==> src/hw/rtl/dfdt_pkg.sv <==
// ----------------------------------------------------------------------------
// dfdt_pkg: shared types and constants for the double to decimal text block
// Holds the queue entry layout, the item kinds, ASCII codes and sizing.
// ----------------------------------------------------------------------------
package dfdt_pkg;

    // Largest number of digits printed after the decimal point.
    localparam int MAX_FRACTION_DIGITS = 9;
    localparam logic [3:0] FRAC_DIGITS_RESET = 4'd6;

    // Width of the working significand and of the binary scale exponent.
    localparam int XW = 86;
    localparam int KW = 7;
    localparam logic [KW-1:0] K_MAX = 7'd85;

    // Saturation value of the integer part (2^31 - 1).
    localparam logic [30:0] INT_PART_MAX = 31'h7FFF_FFFF;

    // ASCII codes.
    localparam logic [7:0] CH_ZERO  = 8'h30;
    localparam logic [7:0] CH_DOT   = 8'h2E;
    localparam logic [7:0] CH_MINUS = 8'h2D;
    localparam logic [7:0] CH_N     = 8'h6E;
    localparam logic [7:0] CH_A     = 8'h61;
    localparam logic [7:0] CH_I     = 8'h69;
    localparam logic [7:0] CH_F     = 8'h66;

    typedef enum logic [1:0] {
        KIND_NUM,
        KIND_INF,
        KIND_NAN
    } kind_t;

    // One classified item as it travels from the front to the back.
    typedef struct packed {
        kind_t        kind;
        logic         neg;
        logic [3:0]   digits;
        logic         sat;
        logic [30:0]  whole;
        logic [52:0]  frac;
        logic [KW-1:0] k;
    } item_t;

endpackage

==> src/hw/rtl/double_to_fixed_decimal_text.sv <==
// ----------------------------------------------------------------------------
// double_to_fixed_decimal_text: binary64 to fixed-point decimal text
// Prints one double per item as ASCII characters, one per transfer.
//
//  channel | ports                                   | direction
//  --------+-----------------------------------------+----------
//  input   | s_valid s_ready s_value_bits[63:0]      | in
//  result  | m_valid m_ready m_char_code m_last_char | out
//  config  | cfg_valid cfg_ready cfg_data[3:0]       | in
//
// A finite value passes through the multiply, normalize, round, add-half,
// second normalize and round, extract, carry, BCD and emit states; NaN and
// infinity go straight from idle to the emit state and print their characters.
// Reset sets fraction_digits to 6 and empties the front stage and queue.
// The front and a two-entry queue keep accepting while the back stalls on
// m_ready; the result register holds its character until it is taken.
// ----------------------------------------------------------------------------
module double_to_fixed_decimal_text import dfdt_pkg::*; (
    input  logic        aclk,
    input  logic        aresetn,
    input  logic        s_valid,
    output logic        s_ready,
    input  logic [63:0] s_value_bits,
    output logic        m_valid,
    input  logic        m_ready,
    output logic [7:0]  m_char_code,
    output logic        m_last_char,
    input  logic        cfg_valid,
    output logic        cfg_ready,
    input  logic [3:0]  cfg_data
);

    logic [3:0] fraction_digits_reg;
    logic       f_valid, f_ready;
    item_t      f_item;
    logic       q_valid, q_ready;
    item_t      q_item;

    // Configuration register.
    assign cfg_ready = 1'b1;
    always_ff @(posedge aclk) begin
        if (!aresetn) begin
            fraction_digits_reg <= FRAC_DIGITS_RESET;
        end else if (cfg_valid && cfg_ready) begin
            fraction_digits_reg <= cfg_data;
        end
    end

    dfdt_front u_front (
        .aclk            (aclk),
        .aresetn         (aresetn),
        .s_valid         (s_valid),
        .s_ready         (s_ready),
        .s_value_bits    (s_value_bits),
        .fraction_digits (fraction_digits_reg),
        .item_valid      (f_valid),
        .item            (f_item),
        .item_ready      (f_ready)
    );

    dfdt_queue u_queue (
        .aclk      (aclk),
        .aresetn   (aresetn),
        .in_valid  (f_valid),
        .in_ready  (f_ready),
        .in_item   (f_item),
        .out_valid (q_valid),
        .out_ready (q_ready),
        .out_item  (q_item)
    );

    dfdt_back u_back (
        .aclk        (aclk),
        .aresetn     (aresetn),
        .in_valid    (q_valid),
        .in_ready    (q_ready),
        .in_item     (q_item),
        .m_valid     (m_valid),
        .m_ready     (m_ready),
        .m_char_code (m_char_code),
        .m_last_char (m_last_char)
    );

    // The result register is empty right after reset.
    a_reset_empty: assert property (@(posedge aclk) !aresetn |=> !m_valid)
        else $error("result valid after reset");

    // The decimal point is never the final character.
    a_dot_not_last: assert property (@(posedge aclk) disable iff (!aresetn)
        m_valid && m_char_code == CH_DOT |-> !m_last_char)
        else $error("text ends on the decimal point");

    // Text ends on a digit or on the last letter of nan or inf.
    a_last_kind: assert property (@(posedge aclk) disable iff (!aresetn)
        m_valid && m_last_char |->
            (m_char_code >= CH_ZERO && m_char_code <= 8'h39) ||
            m_char_code == CH_N || m_char_code == CH_F)
        else $error("unexpected final character");

endmodule

==> src/hw/rtl/dfdt_front.sv <==
// ----------------------------------------------------------------------------
// dfdt_front: input stage and classifier
// Accepts a binary64 pattern, sorts out NaN and infinity, and splits a
// finite value into its integer part and its binary fraction.
// ----------------------------------------------------------------------------
module dfdt_front import dfdt_pkg::*; (
    input  logic        aclk,
    input  logic        aresetn,
    input  logic        s_valid,
    output logic        s_ready,
    input  logic [63:0] s_value_bits,
    input  logic [3:0]  fraction_digits,
    output logic        item_valid,
    output item_t       item,
    input  logic        item_ready
);

    logic        item_valid_reg;
    item_t       item_reg;

    logic [10:0] expo;
    logic [51:0] mant;
    logic [63:0] m64;
    logic [11:0] sh;
    logic [63:0] whole_full;
    logic [63:0] frac_full;
    item_t       cls;

    // Classify the incoming pattern.
    always_comb begin
        expo       = s_value_bits[62:52];
        mant       = s_value_bits[51:0];
        m64        = {11'd0, (expo != 11'd0), mant};
        sh         = (expo == 11'd0) ? 12'd1074 : (12'd1075 - {1'b0, expo});
        whole_full = m64 >> sh[5:0];
        frac_full  = m64 & ~(64'hFFFF_FFFF_FFFF_FFFF << sh[5:0]);
        cls        = '0;
        cls.kind   = KIND_NUM;
        cls.neg    = s_value_bits[63];
        cls.k      = 7'd1;
        if (fraction_digits == 4'd0) begin
            cls.digits = 4'd1;
        end else if (fraction_digits > 4'(MAX_FRACTION_DIGITS)) begin
            cls.digits = 4'(MAX_FRACTION_DIGITS);
        end else begin
            cls.digits = fraction_digits;
        end
        if (expo == 11'h7FF) begin
            cls.kind = (mant != 52'd0) ? KIND_NAN : KIND_INF;
        end else if (expo >= 11'd1075) begin
            // No fraction bits left; the integer part is far above 2^31.
            cls.sat = 1'b1;
        end else if (sh >= 12'd53) begin
            // Pure fraction. Beyond 2^-85 it cannot reach one half.
            if (sh > {5'd0, K_MAX}) begin
                cls.k = K_MAX;
            end else begin
                cls.frac = m64[52:0];
                cls.k    = sh[6:0];
            end
        end else begin
            cls.sat   = |whole_full[63:31];
            cls.whole = whole_full[30:0];
            cls.frac  = frac_full[52:0];
            cls.k     = sh[6:0];
        end
    end

    assign s_ready    = !item_valid_reg || item_ready;
    assign item_valid = item_valid_reg;
    assign item       = item_reg;

    // Output register toward the queue.
    always_ff @(posedge aclk) begin
        if (!aresetn) begin
            item_valid_reg <= 1'b0;
        end else if (s_valid && s_ready) begin
            item_valid_reg <= 1'b1;
        end else if (item_ready) begin
            item_valid_reg <= 1'b0;
        end
        if (s_valid && s_ready) begin
            item_reg <= cls;
        end
    end

endmodule

==> src/hw/rtl/dfdt_queue.sv <==
// ----------------------------------------------------------------------------
// dfdt_queue: two-entry queue between the front and the back
// Lets the front keep taking items while the back is busy printing.
// ----------------------------------------------------------------------------
module dfdt_queue import dfdt_pkg::*; (
    input  logic  aclk,
    input  logic  aresetn,
    input  logic  in_valid,
    output logic  in_ready,
    input  item_t in_item,
    output logic  out_valid,
    input  logic  out_ready,
    output item_t out_item
);

    item_t      mem_reg [2];
    logic       wr_ptr_reg;
    logic       rd_ptr_reg;
    logic [1:0] count_reg;
    logic       push;
    logic       pop;

    assign in_ready  = (count_reg != 2'd2);
    assign out_valid = (count_reg != 2'd0);
    assign out_item  = mem_reg[rd_ptr_reg];
    assign push      = in_valid && in_ready;
    assign pop       = out_valid && out_ready;

    // Pointers and fill count.
    always_ff @(posedge aclk) begin
        if (!aresetn) begin
            wr_ptr_reg <= 1'b0;
            rd_ptr_reg <= 1'b0;
            count_reg  <= 2'd0;
        end else begin
            if (push) begin
                wr_ptr_reg <= !wr_ptr_reg;
            end
            if (pop) begin
                rd_ptr_reg <= !rd_ptr_reg;
            end
            if (push && !pop) begin
                count_reg <= count_reg + 2'd1;
            end else if (pop && !push) begin
                count_reg <= count_reg - 2'd1;
            end
        end
    end

    // Entry storage.
    always_ff @(posedge aclk) begin
        if (push) begin
            mem_reg[wr_ptr_reg] <= in_item;
        end
    end

endmodule

==> src/hw/rtl/dfdt_back.sv <==
// ----------------------------------------------------------------------------
// dfdt_back: fraction rounding, decimal conversion and character output
// Scales the fraction by 10^p, repeats the two double roundings of
// frac*10^p + 0.5, converts both parts to BCD and sends the text.
// ----------------------------------------------------------------------------
module dfdt_back import dfdt_pkg::*; (
    input  logic       aclk,
    input  logic       aresetn,
    input  logic       in_valid,
    output logic       in_ready,
    input  item_t      in_item,
    output logic       m_valid,
    input  logic       m_ready,
    output logic [7:0] m_char_code,
    output logic       m_last_char
);

    typedef enum logic [3:0] {
        ST_IDLE,
        ST_MUL,
        ST_NORM,
        ST_ROUND,
        ST_ADD,
        ST_EXTR,
        ST_CARRY,
        ST_BCD,
        ST_EMIT
    } state_t;

    typedef enum logic [2:0] {
        E_START,
        E_SIGN,
        E_TXT,
        E_INT,
        E_DOT,
        E_FRAC
    } emit_t;

    // Four double-dabble steps: adjust each digit, then shift one bit in.
    function automatic logic [39:0] dd4(input logic [39:0] b, input logic [3:0] n);
        logic [39:0] t;
        t = b;
        for (int s = 3; s >= 0; s--) begin
            for (int d = 0; d < 10; d++) begin
                if (t[d*4 +: 4] >= 4'd5) begin
                    t[d*4 +: 4] = t[d*4 +: 4] + 4'd3;
                end
            end
            t = {t[38:0], n[s]};
        end
        return t;
    endfunction

    function automatic logic [29:0] pow10(input logic [3:0] p);
        logic [29:0] r;
        case (p)
            4'd1:    r = 30'd10;
            4'd2:    r = 30'd100;
            4'd3:    r = 30'd1000;
            4'd4:    r = 30'd10000;
            4'd5:    r = 30'd100000;
            4'd6:    r = 30'd1000000;
            4'd7:    r = 30'd10000000;
            4'd8:    r = 30'd100000000;
            4'd9:    r = 30'd1000000000;
            default: r = 30'd1;
        endcase
        return r;
    endfunction

    function automatic logic [7:0] spec_char(input kind_t kind, input logic [3:0] idx);
        logic [7:0] c;
        case (idx)
            4'd0:    c = (kind == KIND_NAN) ? CH_N : CH_I;
            4'd1:    c = (kind == KIND_NAN) ? CH_A : CH_N;
            default: c = (kind == KIND_NAN) ? CH_N : CH_F;
        endcase
        return c;
    endfunction

    state_t        state_reg, state_next;
    emit_t         emit_reg, emit_next;
    item_t         item_reg, item_next;
    logic [XW-1:0] x_reg, x_next;
    logic          g_reg, g_next;
    logic          s_reg, s_next;
    logic [KW-1:0] k_reg, k_next;
    logic          phase_reg, phase_next;
    logic [3:0]    cnt_reg, cnt_next;
    logic [29:0]   dec_reg, dec_next;
    logic [31:0]   whole_sh_reg, whole_sh_next;
    logic [31:0]   frac_sh_reg, frac_sh_next;
    logic [39:0]   bcd_int_reg, bcd_int_next;
    logic [39:0]   bcd_frac_reg, bcd_frac_next;
    logic [3:0]    idx_reg, idx_next;
    logic          mvalid_reg, mvalid_next;
    logic [7:0]    char_reg, char_next;
    logic          last_reg, last_next;

    logic          out_free;
    logic [XW-1:0] x_shr;
    logic [31:0]   wsum;
    logic          carry;
    logic [3:0]    msd;

    assign in_ready    = (state_reg == ST_IDLE);
    assign m_valid     = mvalid_reg;
    assign m_char_code = char_reg;
    assign m_last_char = last_reg;
    assign out_free    = !mvalid_reg || m_ready;

    // Highest nonzero digit of the integer part (zero prints one digit).
    always_comb begin
        msd = 4'd0;
        for (int d = 0; d < 10; d++) begin
            if (bcd_int_reg[d*4 +: 4] != 4'd0) begin
                msd = 4'(d);
            end
        end
    end

    // Next-state logic of the sequencer and the output register.
    always_comb begin
        state_next    = state_reg;
        emit_next     = emit_reg;
        item_next     = item_reg;
        x_next        = x_reg;
        g_next        = g_reg;
        s_next        = s_reg;
        k_next        = k_reg;
        phase_next    = phase_reg;
        cnt_next      = cnt_reg;
        dec_next      = dec_reg;
        whole_sh_next = whole_sh_reg;
        frac_sh_next  = frac_sh_reg;
        bcd_int_next  = bcd_int_reg;
        bcd_frac_next = bcd_frac_reg;
        idx_next      = idx_reg;
        mvalid_next   = mvalid_reg && !m_ready;
        char_next     = char_reg;
        last_next     = last_reg;
        x_shr         = x_reg >> k_reg;
        carry         = (dec_reg >= pow10(item_reg.digits));
        wsum          = {1'b0, item_reg.whole} + {31'd0, carry};

        unique case (state_reg)
            ST_IDLE: begin
                if (in_valid) begin
                    item_next  = in_item;
                    x_next     = {33'd0, in_item.frac};
                    k_next     = in_item.k;
                    g_next     = 1'b0;
                    s_next     = 1'b0;
                    phase_next = 1'b0;
                    cnt_next   = in_item.digits;
                    emit_next  = E_START;
                    state_next = (in_item.kind == KIND_NUM) ? ST_MUL : ST_EMIT;
                end
            end
            ST_MUL: begin
                // Exact fraction times ten, once per digit.
                if (cnt_reg == 4'd0) begin
                    state_next = ST_NORM;
                end else begin
                    x_next   = (x_reg << 3) + (x_reg << 1);
                    cnt_next = cnt_reg - 4'd1;
                end
            end
            ST_NORM: begin
                // Bring the significand under 2^53, keeping guard and sticky.
                if (|x_reg[XW-1:61]) begin
                    x_next = x_reg >> 8;
                    g_next = x_reg[7];
                    s_next = (|x_reg[6:0]) | g_reg | s_reg;
                    k_next = k_reg - 7'd8;
                end else if (|x_reg[XW-1:53]) begin
                    x_next = x_reg >> 1;
                    g_next = x_reg[0];
                    s_next = g_reg | s_reg;
                    k_next = k_reg - 7'd1;
                end else begin
                    state_next = ST_ROUND;
                end
            end
            ST_ROUND: begin
                // Round to nearest, ties to even.
                if (g_reg && (s_reg || x_reg[0])) begin
                    x_next = x_reg + {{(XW-1){1'b0}}, 1'b1};
                end
                g_next     = 1'b0;
                s_next     = 1'b0;
                state_next = phase_reg ? ST_EXTR : ST_ADD;
            end
            ST_ADD: begin
                // Add one half at the current binary scale.
                x_next     = x_reg + ({{(XW-1){1'b0}}, 1'b1} << (k_reg - 7'd1));
                phase_next = 1'b1;
                state_next = ST_NORM;
            end
            ST_EXTR: begin
                dec_next   = x_shr[29:0];
                state_next = ST_CARRY;
            end
            ST_CARRY: begin
                // A fraction that reached 10^p carries into the integer part.
                if (carry) begin
                    dec_next = 30'd0;
                end
                if (item_reg.sat || wsum[31]) begin
                    whole_sh_next = {1'b0, INT_PART_MAX};
                end else begin
                    whole_sh_next = wsum;
                end
                frac_sh_next  = carry ? 32'd0 : {2'b00, dec_reg};
                bcd_int_next  = 40'd0;
                bcd_frac_next = 40'd0;
                cnt_next      = 4'd8;
                state_next    = ST_BCD;
            end
            ST_BCD: begin
                bcd_int_next  = dd4(bcd_int_reg, whole_sh_reg[31:28]);
                bcd_frac_next = dd4(bcd_frac_reg, frac_sh_reg[31:28]);
                whole_sh_next = whole_sh_reg << 4;
                frac_sh_next  = frac_sh_reg << 4;
                cnt_next      = cnt_reg - 4'd1;
                if (cnt_reg == 4'd1) begin
                    emit_next  = E_START;
                    state_next = ST_EMIT;
                end
            end
            ST_EMIT: begin
                if (emit_reg == E_START) begin
                    if (item_reg.neg && item_reg.kind != KIND_NAN) begin
                        emit_next = E_SIGN;
                    end else if (item_reg.kind != KIND_NUM) begin
                        emit_next = E_TXT;
                        idx_next  = 4'd0;
                    end else begin
                        emit_next = E_INT;
                        idx_next  = msd;
                    end
                end else if (out_free) begin
                    mvalid_next = 1'b1;
                    last_next   = 1'b0;
                    case (emit_reg)
                        E_SIGN: begin
                            char_next = CH_MINUS;
                            if (item_reg.kind != KIND_NUM) begin
                                emit_next = E_TXT;
                                idx_next  = 4'd0;
                            end else begin
                                emit_next = E_INT;
                                idx_next  = msd;
                            end
                        end
                        E_TXT: begin
                            char_next = spec_char(item_reg.kind, idx_reg);
                            idx_next  = idx_reg + 4'd1;
                            if (idx_reg == 4'd2) begin
                                last_next  = 1'b1;
                                state_next = ST_IDLE;
                            end
                        end
                        E_INT: begin
                            char_next = CH_ZERO + {4'd0, bcd_int_reg[{idx_reg, 2'b00} +: 4]};
                            if (idx_reg == 4'd0) begin
                                emit_next = E_DOT;
                            end else begin
                                idx_next = idx_reg - 4'd1;
                            end
                        end
                        E_DOT: begin
                            char_next = CH_DOT;
                            emit_next = E_FRAC;
                            idx_next  = item_reg.digits - 4'd1;
                        end
                        default: begin
                            char_next = CH_ZERO + {4'd0, bcd_frac_reg[{idx_reg, 2'b00} +: 4]};
                            idx_next  = idx_reg - 4'd1;
                            if (idx_reg == 4'd0) begin
                                last_next  = 1'b1;
                                state_next = ST_IDLE;
                            end
                        end
                    endcase
                end
            end
            default: begin
                state_next = ST_IDLE;
            end
        endcase
    end

    // State and registered outputs.
    always_ff @(posedge aclk) begin
        if (!aresetn) begin
            state_reg  <= ST_IDLE;
            emit_reg   <= E_START;
            mvalid_reg <= 1'b0;
        end else begin
            state_reg  <= state_next;
            emit_reg   <= emit_next;
            mvalid_reg <= mvalid_next;
        end
        item_reg     <= item_next;
        x_reg        <= x_next;
        g_reg        <= g_next;
        s_reg        <= s_next;
        k_reg        <= k_next;
        phase_reg    <= phase_next;
        cnt_reg      <= cnt_next;
        dec_reg      <= dec_next;
        whole_sh_reg <= whole_sh_next;
        frac_sh_reg  <= frac_sh_next;
        bcd_int_reg  <= bcd_int_next;
        bcd_frac_reg <= bcd_frac_next;
        idx_reg      <= idx_next;
        char_reg     <= char_next;
        last_reg     <= last_next;
    end

endmodule
==> config.mk <==
export PLATFORM = sky130hd
export DESIGN_NAME = double_to_fixed_decimal_text
export DESIGN_NICKNAME = d
export VERILOG_FILES = /design/src/hw/rtl/dfdt_pkg.sv /design/src/hw/rtl/double_to_fixed_decimal_text.sv /design/src/hw/rtl/dfdt_front.sv /design/src/hw/rtl/dfdt_queue.sv /design/src/hw/rtl/dfdt_back.sv
export SDC_FILE = /design/constraint.sdc
export NUM_CORES = 2
export LEC_CHECK = 0
export BUFFER_PORTS_ARGS = -buffer_cell sky130_fd_sc_hd__buf_2
export CAP_MARGIN = 30
export CORE_MARGIN = 2
export CORE_UTILIZATION = 32
export DETAILED_ROUTE_END_ITERATION = 10
export GPL_TIMING_DRIVEN = 0
export SLEW_MARGIN = 20
export SYNTH_ARGS = -nofsm -noshare
export SYNTH_HDL_FRONTEND = slang
export SYNTH_HIERARCHICAL = 1
export SYNTH_SLANG_ARGS = --single-unit
==> constraint.sdc <==
create_clock -name aclk -period 5.71 [get_ports aclk]
set_input_delay 0.571 -clock aclk [delete_from_list [all_inputs] [get_ports aclk]]
set_output_delay 0.571 -clock aclk [all_outputs]
set_load 0.02 [all_outputs]
## Yosys cells after proc, flatten, opt, wreduce, memory -nomap -nowiden

Memories as Yosys holds them, arrays and structs flattened. A register that Yosys moved wholly into a read port is not among the register bits.
Index checks and enable logic that the tools add are counted.
W data, S select, Z words.

| operators by class | value |
|---|---|
| bitwise operators | 6 |
| muxes and demuxes | 234 |
| equality and inequality tests | 38 |
| reductions and logical operators | 69 |
| shift operators | 6 |
| $lt $le $gt $ge | 85 |
| add/sub/neg operators | 95 |

Operator list:

| kind | count |
|---|---|
| $mux W4 | 155 |
| $mux W86 | 5 |
| $pmux W86 S5 | 1 |
| $ge A4 B3 Y1 const B | 80 |
| $add A4 B2 Y4 const B | 72 |
| $add A86 B86 Y86 | 2 |
| $pmux W40 S2 | 2 |
| $pmux W32 S2 | 2 |
| $add A86 B1 Y86 const B | 1 |
| $shl A1 B7 Y86 const A | 1 |
| $shr A86 B7 Y30 | 1 |
| $shiftx A40 B7 Y4 | 2 |
| $reduce_or A33 Y1 | 2 |
| $mux W32 | 2 |
| $shl A64 B6 Y53 const A | 1 |
| $shr A53 B6 Y64 | 1 |
| $mux W3 | 21 |
| $mux W30 | 2 |
| $mux W60 | 1 |
| $pmux W30 S2 | 1 |
| $and A53 B53 Y53 | 1 |
| $mux W53 | 1 |
| $not A53 Y53 | 1 |
| $reduce_bool A52 Y1 | 1 |
| 67 further kinds | 174 |

| storage, ports and cells | value |
|---|---|
| RAM bits | 198 |
| ROM bits | 480 |
| register bits | 442 |
| output and inout bits | 12 |
| memories | 2 |

Memories:

| name | words | width | read ports | clocked after memory_dff | write ports | line | text |
|---|---|---|---|---|---|---|---|
| (no name shown) | 16 | 30 | 1 | 1 | 0 | dfdt_back.sv:56 | `case (p)` |
| u_queue.mem_reg | 2 | 99 | 1 | 1 | 1 | dfdt_queue.sv:16 | `item_t mem_reg [2];` |

## Logic depth before layout (Yosys ltp)

| logic depth | value |
|---|---|
| depth after elaboration | 14 |
| gate-level depth with buffers | 25 |
| depth with buffers taken out | 24 |

## Hierarchy

The synthesis kept the hierarchy.

Modules (own cells, without submodules):

| module | area an instance (um2) | instances | cells each |
|---|---|---|---|
| dfdt_back | 40747.8 | 1 | 4801 |
| dfdt_front | 8584.5 | 1 | 943 |
| dfdt_queue | 7414.6 | 1 | 332 |
| double_to_fixed_decimal_text | 156.4 | 1 | 15 |

## Worst setup path after synthesis

OpenSTA, ideal clock, no wires.

| timing | value |
|---|---|
| path kind | reg2reg |
| start | reg u_back.state_reg[2] |
| end | reg u_back.emit_reg[0] |
| arrival | 5.447 ns |
| cell stages (with the launch flop) | 10 |
| buffers on the path | 1 |
| data required time | 5.595 ns |
| clock period less this slack | 5.562 ns |
| slack | 0.148 ns |
| cells stage by stage | dfxtp_1 > nor2b_1 > and2_1 > nand2_1 > o22ai_1 > or2_2 > clkbuf_1 > a311oi_1 > a21oi_1 > nor2b_1 |

| between the ends | value |
|---|---|
| cells in the longest elaborated chain, start to end | 3 |
| elaborated cells between the ends (all ways) | 11 |

RTL lines:

| item | line | text |
|---|---|---|
| from (decl) | dfdt_back.sv:81 | `state_t state_reg, state_next;` |
| from (signal assigned) | dfdt_back.sv:301 | `state_reg <= state_next;` |
| $eq A4 B4 Y1, or another cell as far along | dfdt_back.sv:146 | `unique case (state_reg)` |
| $ne A5 B1 Y1 (no line), or another cell as far along | - |  |
| $reduce_and A6 Y1 (no line) | - |  |
| to (signal assigned) | dfdt_back.sv:302 | `emit_reg <= emit_next;` |
| to (decl) | dfdt_back.sv:82 | `emit_t emit_reg, emit_next;` |

Several ways; a longest one is shown, not always the timed one.
A chain may end at the register's enable or synchronous reset.

## Worst setup path after layout

| timing | value |
|---|---|
| start | in s_value_bits[54] |
| end | reg u_front.item_reg (netlist bit u_front/item[72]), data pin |

| between the ends | value |
|---|---|
| cells in the longest elaborated chain, start to end | 4 |
| elaborated cells between the ends (all ways) | 9 |

RTL lines:

| item | line | text |
|---|---|---|
| from (decl) | double_to_fixed_decimal_text.sv:23 | `input logic [63:0] s_value_bits,` |
| $sub A11 B11 Y12 or $logic_not A11 Y1 (tied branches) | dfdt_front.sv:34 | `sh = (expo == 11'd0) ? 12'd1074 : (12'd1075 - {1'b0, expo});` |
| $mux W12 | dfdt_front.sv:34 |  |
| $ge A12 B6 Y1 | dfdt_front.sv:53 | `end else if (sh >= 12'd53) begin` |
| $reduce_or A3 Y1 (no line) | - |  |
| to (signal assigned) | dfdt_front.sv:83 | `item_reg <= cls;` |
| to (decl) | dfdt_front.sv:19 | `item_t item_reg;` |

Several ways; a longest one is shown, not always the timed one.

==> impl_metrics.tcl <==
set metrics [dict create \
    clock_skew_ns 0.0591 \
    critical_path_peak_fanout 10 \
    finalCritPeriodShare_pct 98.7 \
    hold_buffers 0 \
    worst_ir_drop_vdd_mv 0.342 \
    yosysUniqueCellTypes 121 \
    finalNetCount 6737 \
    sequentialPowerShare_pct 26.4 \
    grt_pass1_vias 49300 \
    finalHoldViolCount 0 \
    tritoncts "yes" \
    cp-end-kind "register" \
    p_sw_share_pct 49.7 \
    hold_end "u_front/item[96]" \
    synth-seq-cells 662 \
    arrival_ns 6.07 \
    max_cap_violations 0 \
    crit_start "s_value_bits[54]" \
    rr_endpoint "u_back/x_reg[83]" \
    slew_headroom_pct 28.3 \
    wire_per_inst_um 26.8 \
    grt_first_pass_wirelength_um 336000 \
    synthAdderAreaFrac_pct 8.57 \
    post_synth.cell_area_avg_um2 9.34 \
    largest_reg_flops 198 \
    max_freq_mhz 178 \
    status "finished, final reports clean" \
    initial_utilization_pct 32.2 \
    combPwrFrac_pct 57.4 \
    hold_class "primary input to register" \
    coreArea_um2 176000 \
    die_height_um 426 \
    synth_xor_area_share_pct 4.46 \
    via_count 51400 \
    setup_ws_ns 0.0767 \
    yosys.area_share.simple_pct 15.7 \
    hpwl_um 184000 \
    n_fill_cell 17800 \
    rsz0062_at_grt "true" \
    yosysTopAreaCell "edfxtp_1" \
    netlist_area_um2 56900 \
    ff2ff_path_depth 22 \
    area_growth_pct 12.7 \
    gr-total-overflow 0 \
    period_needed_ns 5.63 \
    setup_viol 0 \
    syn-instance-count 6091 \
    syn_nets 6550 \
    synth_top_family_by_area "compound AO/OA/AOI/OAI gates" \
    rr_startpoint "u_back/k_reg[0]" \
    critPathRequiredTime_ns 6.14 \
    boundaryPins 85 \
    postRouteAntennaNets 0 \
    drv_slew 0 \
    grt.total_usage_pct 25.0 \
    netlist.area_leader.share_pct 32.8 \
    die_area_um2 181000 \
    switchingPower_mw 15.9 \
    place.gp.congestion 1.07 \
    die_w_um 426 \
    critPathLaunchType "primary input" \
    pwr_density_cell_nw_per_um2 498 \
    synth_compound_area_share_pct 19.7 \
    yosysSeqAreaShare_pct 34.2 \
    drc_errors 0 \
    ys_async_sr_fraction_pct 0 \
    internal-power_mw 16.1 \
    place_ws_ns -1.96 \
    clk_path_buf_depth 3 \
    cts-root-buf "clkbuf_16" \
    synth_mux_area_share_pct 13.1 \
    portBuffers 72 \
    tightest_slew_ns 1.08 \
    clkLatencyLatePin_ns 0.72 \
    clkTransAtPathRegs_ns 0.05 \
    reg2reg_slack_ns 0.08 \
    h-tree-depth 3 \
    cts_buffers 80 \
    fin_util_pct 36.3 \
    synthTopCellsByArea "edfxtp_1 33%, ha_1 8.4%, mux4_2 5.2%, nand2_1 4.4%, a21oi_1 4.4%" \
    critical_path_class "primary input to register" \
    power.leakage_nw 24.3 \
    drive_above_1_share_pct 14.1 \
    num_rows 154 \
    first_pass_iters 8 \
    antenna_found_initial 9 \
    drtIter0Drc 5494 \
    cts_sinks 662 \
    layout_common_cells "653 x nand2_1, 621 x edfxtp_1, 490 x a21oi_1" \
    pwr-share-clk_pct 16.2 \
    synth_edf_count 621 \
    hold-path-cell-count 1 \
    avgViaCountPerCell 5.92 \
    grt_max_degree 71 \
    mostFrequentLayoutCell "nand2_1" \
    synth_ff_type "edfxtp_1" \
    totalWireLength_um 233000 \
    hp-start "s_value_bits[63]" \
    synth_warnings 6 \
]
==> metal layers <==
layer | up-vias | GRT usage [%] | wire length, µm
met3 | 608 | 3.69 | 17100
met4 | 4 | 15.7 | 16900
met2 | 2423 | 40.0 | 105000
li1 | 23200 | - | -
met5 | - | 0 | 22
met1 | 25200 | 31.5 | 94000
==> stage by stage <==
| stage | area (µm²) | setup TNS [ns] | hold slack (ns) | power, mW | cells |
|---|---|---|---|---|---|
| 2_1_floorplan | 56900 | 0 | 0.421 | 19.3 | 6091 |
| 3_3_place_gp | 60200 | -839.66 | 0.422 | 25.7 | 8503 |
| 3_5_place_dp | 60600 | -93.51 | 0.430 | 25.7 | 8521 |
| 4_1_cts | 63800 | -0.0184 | 0.00170 | 31.3 | 8666 |
| 5_1_grt | 64100 | -0.131 | 0.0355 | 33.4 | 8681 |
| 6_report | 64100 | 0 | 0.0570 | 32.0 | 8685 |
==> area by class of cell <==
class	count	area, µm²	share of cell area, %
Antenna cell	4	10.0	0.0156
Buffer	341	1530	2.39
Clock buffer	100	2120	3.30
Clock inverter	45	528	0.823
Inverter	252	967	1.51
Multi-Input combinational cell	4820	35600	55.6
Sequential cell	662	19500	30.4
Tap cell	2340	2930	4.57
Timing Repair Buffer	121	940	1.47
==> worst max-delay path: stages <==
cell      delay (ns)
buf_2           0.15
buf_2           0.22
inv_1           0.14
clkbuf_1        0.71
ha_1            0.29
buf_2           0.24
nor4b_2         0.86
a31oi_2         0.57
clkbuf_1        0.47
nand2_1         0.14
o311ai_0        0.14
o221ai_1        0.80
o21ai_0         0.25
o41ai_1         0.49
==> power groups by stage <==
stage,Sequential [mW],Combinational (mW),Clock [mW]
after floorplan,7.40,11.9,0
after global placement,8.46,17.2,0
after detailed placement,8.40,17.3,0
after CTS,8.31,17.6,5.31
after global routing,8.42,19.5,5.48
final,8.44,18.3,5.17
==> cell usage after synthesis (46+ instances only) <==
cell type  instances
buf_2             78
nor3_1            95
mux4_2           132
inv_1            241
a21oi_1          502
mux2_2           174
o21ai_1           50
nand4_1           91
xnor2_1          179
edfxtp_1         621
ha_1             384
o221ai_1          59
nand2_1          674
mux2i_1          217
nand2b_1          94
nand3_1           75
a211oi_1          60
o22ai_1           58
a31oi_1           71
xor2_1           107
o21a_1            53
nor2_1           489
o21ai_0          289
and2_1            69
clkbuf_1         237
nor3b_1           46
a21o_1           110
nor2b_1          105
==> worst max path at each step <==
stage | to | slack [ns] | cells past startpoint
final | u_front/item[72] | 0.08 | 14
after detailed placement | u_back/x_reg[82] | -1.96 | 21
after floorplan | u_back/emit_reg[0] | 0.15 | 9
after global placement | u_back/whole_sh_reg[29] | -5.15 | 6
after CTS | u_back/x_reg[48] | -0.01 | 23
after global routing | u_back/x_reg[83] | -0.07 | 22
==> logic make-up after synthesis <==
kind of cell             after synthesis
flip-flops                           662
XOR/XNOR                             288
AND/OR/NAND/NOR                     1893
multiplexers                         547
adder cells (fa/ha/maj)              389
AO/OA/AOI/OAI                       1700
other                                  3
buffers and inverters                609
==> repair_timing <==
action	in CTS	in global routing
buffers inserted	12	13
resized for setup	118	62
pin swaps	13	11
cloned	0	0
endpoints found under the setup margin	110	74
(Power assumes the default switching activity.)
